[src/sv/tss_pkg.sv]
// Shared types, constants and helpers of the turnout solenoid scheduler
`timescale 1ns / 1ps
package tss_pkg;

  localparam int QUEUE_DEPTH_DEF  = 64;
  localparam int NUM_SWITCHES_DEF = 22;

  localparam logic [15:0] SETTLE_RESET = 16'd250;

  localparam logic [7:0] BYTE_OFF      = 8'd32;
  localparam logic [7:0] BYTE_STRAIGHT = 8'd33;
  localparam logic [7:0] BYTE_CURVED   = 8'd34;

  localparam logic [7:0] ID_PLAIN_MIN = 8'd1;
  localparam logic [7:0] ID_PLAIN_MAX = 8'd18;
  localparam logic [7:0] ID_PAIR0_LO  = 8'd153;
  localparam logic [7:0] ID_PAIR1_HI  = 8'd156;
  localparam logic [4:0] SLOT_PAIR_BASE = 5'd18;

  typedef enum logic {
    FUNC_REQUEST = 1'b0,
    FUNC_TICK    = 1'b1
  } func_t;

  typedef enum logic [1:0] {
    SHADOW_UNKNOWN  = 2'd0,
    SHADOW_STRAIGHT = 2'd1,
    SHADOW_CURVED   = 2'd2
  } shadow_t;

  typedef struct packed {
    func_t       func;
    logic [7:0]  turnout_number;
    logic        want_straight;
    logic [31:0] now;
  } item_t;

  typedef struct packed {
    logic [7:0] tx_byte;
    logic       last_of_run;
  } result_t;

  typedef struct packed {
    logic       straight;
    logic [7:0] id;
    logic       paired;
  } row_t;

  typedef struct packed {
    logic       ok;
    logic [4:0] slot;
  } slot_t;

  function automatic slot_t slot_of(input logic [7:0] id);
    slot_t s;
    s.ok   = 1'b0;
    s.slot = '0;
    if (id >= ID_PLAIN_MIN && id <= ID_PLAIN_MAX) begin
      s.ok   = 1'b1;
      s.slot = 5'(id - ID_PLAIN_MIN);
    end else if (id >= ID_PAIR0_LO && id <= ID_PAIR1_HI) begin
      s.ok   = 1'b1;
      s.slot = SLOT_PAIR_BASE + 5'(id - ID_PAIR0_LO);
    end
    return s;
  endfunction

endpackage

[src/sv/turnout_solenoid_scheduler_unit.sv]
// Turnout solenoid scheduler: command queue, shadow state and solenoid timing.
// An accepted item waits in the input register until the output can take its
// bytes; a tick that acts registers its first byte in the result register.
// A tick that sends a command fills both output slots and the input waits until
// the second byte moves up to the result register.
// Synchronous active-high reset empties the queue, clears shadow and solenoid.
`timescale 1ns / 1ps
module turnout_solenoid_scheduler_unit
  import tss_pkg::*;
#(
  parameter int QUEUE_DEPTH  = QUEUE_DEPTH_DEF,
  parameter int NUM_SWITCHES = NUM_SWITCHES_DEF
) (
  input  logic        clk,
  input  logic        rst,
  input  logic        settle_we,
  input  logic [15:0] settle_data,
  input  logic        item_valid,
  output logic        item_stall,
  input  item_t       item,
  output logic        result_valid,
  input  logic        result_stall,
  output result_t     result
);

  localparam int ROWS = QUEUE_DEPTH / 2;
  localparam int RW   = (ROWS > 1) ? $clog2(ROWS) : 1;
  localparam int CW   = $clog2(ROWS + 1);
  localparam int SW   = (NUM_SWITCHES > 1) ? $clog2(NUM_SWITCHES) : 1;

  logic [15:0] settle_ticks;
  logic        in_v;
  item_t       in_q;

  row_t        mem [ROWS];
  row_t        mem_q;
  logic        fwd;
  row_t        fwd_row;
  logic [RW-1:0] head, head_next, tail;
  logic        head_half, half_next;
  logic [CW-1:0] cmd_count;

  shadow_t     shadow [NUM_SWITCHES];
  logic        sol_on;
  logic [31:0] last_time;

  logic        res_valid, sec_valid;
  result_t     res_q, sec_q;

  logic        fire, is_req, legal, paired, full, push, settled;
  logic        off, cmd, partner_phase, emit_straight, upd_ok;
  slot_t       req_slot, upd_slot;
  shadow_t     want;
  logic [1:0]  need;
  logic [7:0]  emit_id;
  row_t        head_row, push_row;

  assign fire   = in_v && !sec_valid && (!res_valid || !result_stall);
  assign is_req = (in_q.func == FUNC_REQUEST);

  assign req_slot = slot_of(in_q.turnout_number);
  assign legal    = req_slot.ok && ({27'b0, req_slot.slot} < 32'(NUM_SWITCHES));
  assign want     = in_q.want_straight ? SHADOW_STRAIGHT : SHADOW_CURVED;
  assign paired   = (in_q.turnout_number >= ID_PAIR0_LO);
  assign need     = paired ? 2'd2 : 2'd1;
  assign full     = ({1'b0, cmd_count} + (CW+1)'(need)) > (CW+1)'(ROWS);
  assign push     = fire && is_req && legal && !full && (shadow[SW'(req_slot.slot)] != want);

  assign push_row.straight = in_q.want_straight;
  assign push_row.id       = in_q.turnout_number;
  assign push_row.paired   = paired;

  assign settled = (last_time + {16'b0, settle_ticks}) < in_q.now;

  assign head_row      = fwd ? fwd_row : mem_q;
  assign partner_phase = head_row.paired && !head_half;
  assign emit_id       = partner_phase ? (head_row.id[0] ? head_row.id + 8'd1 : head_row.id - 8'd1)
                                       : head_row.id;
  assign emit_straight = partner_phase ? !head_row.straight : head_row.straight;
  assign upd_slot      = slot_of(emit_id);
  assign upd_ok        = upd_slot.ok && ({27'b0, upd_slot.slot} < 32'(NUM_SWITCHES));

  assign off = fire && !is_req && sol_on && settled;
  assign cmd = fire && !is_req && !sol_on && (cmd_count != '0) && settled;

  assign item_stall   = in_v && !fire;
  assign result_valid = res_valid;
  assign result       = res_q;

  always_comb begin
    head_next = head;
    half_next = head_half;
    if (cmd) begin
      if (partner_phase) begin
        half_next = 1'b1;
      end else begin
        half_next = 1'b0;
        head_next = (head == RW'(ROWS - 1)) ? '0 : head + RW'(1);
      end
    end
  end

  // queue storage with registered read at the next head
  always_ff @(posedge clk) begin
    if (push) begin
      mem[tail] <= push_row;
    end
    mem_q   <= mem[head_next];
    fwd     <= push && (tail == head_next);
    fwd_row <= push_row;
  end

  always_ff @(posedge clk) begin
    if (rst) begin
      settle_ticks <= SETTLE_RESET;
      in_v         <= 1'b0;
      head         <= '0;
      head_half    <= 1'b0;
      tail         <= '0;
      cmd_count    <= '0;
      sol_on       <= 1'b0;
      last_time    <= '0;
      for (int i = 0; i < NUM_SWITCHES; i++) begin
        shadow[i] <= SHADOW_UNKNOWN;
      end
    end else begin
      if (settle_we) begin
        settle_ticks <= settle_data;
      end
      if (item_valid && !item_stall) begin
        in_v <= 1'b1;
        in_q <= item;
      end else if (fire) begin
        in_v <= 1'b0;
      end
      head      <= head_next;
      head_half <= half_next;
      if (push) begin
        tail      <= (tail == RW'(ROWS - 1)) ? '0 : tail + RW'(1);
        cmd_count <= cmd_count + CW'(need);
      end else if (cmd) begin
        cmd_count <= cmd_count - CW'(1);
      end
      if (off) begin
        sol_on    <= 1'b0;
        last_time <= in_q.now;
      end else if (cmd) begin
        sol_on    <= 1'b1;
        last_time <= in_q.now;
        if (upd_ok) begin
          shadow[SW'(upd_slot.slot)] <= emit_straight ? SHADOW_STRAIGHT : SHADOW_CURVED;
        end
      end
    end
  end

  // two-slot output: hold the turnout byte behind the direction byte
  always_ff @(posedge clk) begin
    if (rst) begin
      res_valid <= 1'b0;
      sec_valid <= 1'b0;
    end else begin
      if (off || cmd) begin
        res_valid         <= 1'b1;
        res_q.tx_byte     <= off ? BYTE_OFF : (emit_straight ? BYTE_STRAIGHT : BYTE_CURVED);
        res_q.last_of_run <= off;
        sec_valid         <= cmd;
        sec_q.tx_byte     <= emit_id;
        sec_q.last_of_run <= 1'b1;
      end else if (res_valid && !result_stall) begin
        res_valid <= sec_valid;
        res_q     <= sec_q;
        sec_valid <= 1'b0;
      end
    end
  end

endmodule

[config.mk]
export PLATFORM = sky130hd
export DESIGN_NAME = turnout_solenoid_scheduler_unit
export DESIGN_NICKNAME = d
export VERILOG_FILES = /design/src/sv/tss_pkg.sv /design/src/sv/turnout_solenoid_scheduler_unit.sv
export SDC_FILE = /design/constraint.sdc
export NUM_CORES = 1
export LEC_CHECK = 0
export BUFFER_PORTS_ARGS = -buffer_cell sky130_fd_sc_hd__buf_2
export CAP_MARGIN = 20
export CORE_MARGIN = 10
export CORE_UTILIZATION = 60
export CTS_CLUSTER_SIZE = 14
export DETAILED_ROUTE_END_ITERATION = 8
export PLACE_DENSITY = 0.89
export SLEW_MARGIN = 40
export SYNTH_ARGS = -nofsm -noshare
export SYNTH_HDL_FRONTEND = slang
export SYNTH_SLANG_ARGS = --single-unit
[constraint.sdc]
create_clock -name clk -period 18.1 [get_ports clk]
set_input_delay 0 -clock clk [delete_from_list [all_inputs] [get_ports clk]]
set_output_delay 0 -clock clk [all_outputs]
set_load 0.02 [all_outputs]
==> run_results.csv <==
group,metric,value,unit
timing,setup_ws,10640,ps
finish,area_delta_synth_final,13.30,%
pwr,intPower,2.144,mW
timing,hold_viol,0,
worst_setup_path,crit_path_top_delay_cell,"nor3_2",
synth,ys.flop_type,"edfxtp_1",
cts,cts_buffer_depth,3,
synth,synth_seq_cells,533,
place,gp_congestion,0.8845,
worst_setup_path,crit_required,18380,ps
pwr,p_switching,824.3,µW
route,viasPerCell,6.439,
worst_setup_path,cp_max_fo,13,
worst_setup_path,timing.reg2reg.worst_path_depth,26,
place,hpwlAfterDp,36250,µm
timing,rsz0062_at_grt,"false",
finish,multi_input_area,8853,µm²
floorplanning,io_pins,74,
grt,grtUsageTotal,23.95,%
route,ant_nets,0,
cts,clk_pin_slew_worst_paths,70,ps
finish,final_common_cell,"edfxtp_1",
worst_setup_path,r2r_start,"settle_ticks[0]$_SDFFE_PP0P_",
route,via_count,17400,
synth,synth_area,24650,µm²
synth,synth_top_cell_by_area,"edfxtp_1",
pwr,clkPwrFrac,35.8,%
timing,fin_setup_tns,0,ps
route,drc,0,
synth,yosysTopAreaCellShare,53.96,%
pwr,comb_power_share,16.9,%
worst_setup_path,crit_path_frequent_cell,"o21ai_0",
floorplanning,dieArea,49600,µm²
cts,cts_num_sinks,533,
floorplanning,core.rowCount,74,
finish,nets,2269,
pwr,ir_drop,133.2,µV
pwr,p_leak,10.63,nW
synth,synth_edf_count,443,
grt,antenna_found_initial,0,
grt,grt_max_degree,102,
pwr,seqPwrFrac,47.3,%
worst_setup_path,cp-end-kind,"flop",
synth,synthArstFlopShare,0,%
min_path,hold_class,"in -> reg",
worst_setup_path,ff2ff_setup_slack,10640,ps
synth,synth_cell_types,98,
cts,cts_root_buf,"clkbuf_16",
place,place_area,25470,µm²
pwr,p_per_area,106.3,nW/µm²
route,routedWlPerCell,22.87,µm
finish,utilization,68.56,%
cts,cts_tree,"yes",
cts,h-tree-depth,2,
finish,nFillCells,2604,
timing,finClkSkew,29.20,ps
synth,syn_area_per_cell,12.43,µm²
finish,final_cell_mix,"edfxtp_1 (443), nand2_1 (228), nor2_1 (127)",
worst_setup_path,r2r_end,"shadow[12][0]$_SDFFCE_PN0P_",
timing,post-route-min-period,7457,ps
synth,synth.yosys.seq_area_share,61.27,%
synth,netlist_instances,1984,
place,dp_slack,10790,ps
timing,slew_violations,0,
timing,slew_headroom,42.54,%
cts,cts_made_buffers,51,
place,dp.cells,2528,
route,first_pass_iters,6,
floorplanning,core_area,40740,µm²
min_path,holdPathEnd,"in_v$_SDFFE_PP0P_",
floorplanning,die_h,222.7,µm
worst_setup_path,critPathMaxStageDelay,610,ps
timing,fmax,134.1,MHz
finish,final_area,27930,µm²
grt,grt_pass1_wl,95680,µm
job,max-cap-violations,0,
min_path,hold_start,"rst",
cts,postCtsHoldBufs,78,
synth,netlist_top_cells_area,"edfxtp_1 (54%), dfxtp_1 (7.3%), mux2i_1 (5.1%)",
finish,final_cells,2702,
pwr,finalPower,2.968,mW
timing,finalSetupViolations,0,
worst_setup_path,cp-start-kind,"flop",
floorplanning,die_x,222.7,µm
route,drtIter0Drc,2047,
status,run_status,"finished, final reports clean",
worst_setup_path,path_class,"reg -> reg",
timing,fin_crit_sh,41.20,%
grt,grt-ovfl-total,0,
timing,worst_pin_slew,861.9,ps
finish,ff_latch_area,15100,µm²
synth,yosys_warnings,0,
route,drt-total-wl,61800,µm
cts,post-cts-setup-buffers,0,
place,portBuffers,73,
timing,fin_hold_ws,44.24,ps
pwr,p_sw_share,27.77,%
worst_setup_path,arrival,7730,ps
grt,grt_pass1_vias,17560,
cts,clock_latency,630,ps
cts,cts_resized,0,
finish,drive_above_1_share,11.57,%
min_path,min_path_cells,3,
floorplanning,start_util,60.51,%
finish,antennaDiodeCount,0,
layout make-up:
type | instances | share of cell area, %
Clock buffer | 70 | 5.004
Tap cell | 532 | 2.383
Timing Repair Buffer | 174 | 4.852
Sequential cell | 533 | 54.08
Clock inverter | 26 | 0.9497
Multi-Input combinational cell | 1290 | 31.70
Inverter | 77 | 1.035
registers in the layout, indices dropped and copies added (netlist names):
register,cells
head,5
last_time,32
shadow,64
in_q,42
sec_valid,1
mem_q,10
settle_ticks,16
mem,320
result_valid,1
in_v,1
result,9
fwd_row,10
cmd_count,6
fwd,1
sec_q,8
head_half,1
sol_on,1
tail,5
synth_stat cells, types with 8 or more instances:
master and number:
o21ai_0 34, o21ai_1 16, and3_1 46, ha_1 75
mux2i_1 126, o21a_1 8, edfxtp_1 443, a31oi_1 18
o211ai_1 12, buf_2 26, buf_6 10, clkbuf_1 47
nor3_2 19, a211oi_1 8, nand2_1 229, a32oi_1 33
xnor2_1 42, nand3_1 79, nand2b_1 16, a21o_1 21
nor2b_1 16, nor2_1 127, nand4_1 21, a221oi_1 33
and2_1 10, inv_1 70, nor3_1 45, buf_4 9
buf_1 10, a21oi_1 80, nor4_1 8, dfxtp_1 90
per-layer routing:
layer  track usage, %  vias to the layer above  part of all wire, %
li1                 -                     7710                    -
met1            28.68                     8437                   37
met2            40.46                     1073                   49
met3            5.238                      177                  9.5
met4            11.22                        0                  4.3
met5                0                        -                    0
critical path, delay by kind of cell, from the launching register on:
kind	cells	cell delay, ps
AOI/OAI and AO/OA	14	3760
xor gates and xnor gates	1	150
and+or+nand+nor	6	1640
adders and majority gates	3	680
buffers and inverters	2	550
DFF	1	330
power by group through the flow:
| stage | Sequential (mW) | Combinational, mW | Clock [mW] |
|---|---|---|---|
| after global placement | 1.42 | 0.441 | 0 |
| after CTS | 1.40 | 0.488 | 1.06 |
| after global routing | 1.40 | 0.542 | 1.11 |
| after floorplan | 1.42 | 0.352 | 0 |
| final | 1.40 | 0.502 | 1.06 |
| after detailed placement | 1.43 | 0.467 | 0 |
worst max path at each step:
stage,from,endpoint,depth (start not counted)
finish,settle_ticks[0]$_SDFFE_PP0P_,shadow[12][0]$_SDFFCE_PN0P_,26
global placement,settle_ticks[0]$_SDFFE_PP0P_,shadow[13][0]$_SDFFCE_PN0P_,26
floorplan,in_q[33]$_DFFE_PP_,cmd_count[5]$_SDFFE_PP0P_,26
global route,settle_ticks[0]$_SDFFE_PP0P_,shadow[13][1]$_SDFFCE_PN0P_,26
CTS,settle_ticks[0]$_SDFFE_PP0P_,shadow[13][1]$_SDFFCE_PN0P_,26
detailed placement,settle_ticks[0]$_SDFFE_PP0P_,shadow[12][1]$_SDFFCE_PN0P_,26
kinds of logic after synthesis:
logic type | Yosys count | share of synthesized area (%)
adder cells (fa/ha/maj) | 79 | 4.131
flip-flops | 533 | 61.27
other | 1 | 0.01521
buffers and inverters | 180 | 3.319
AND/OR/NAND/NOR | 652 | 13.00
XOR/XNOR | 49 | 1.771
AO/OA/AOI/OAI | 350 | 10.28
multiplexers | 140 | 6.212
(Power assumes the default switching activity.)
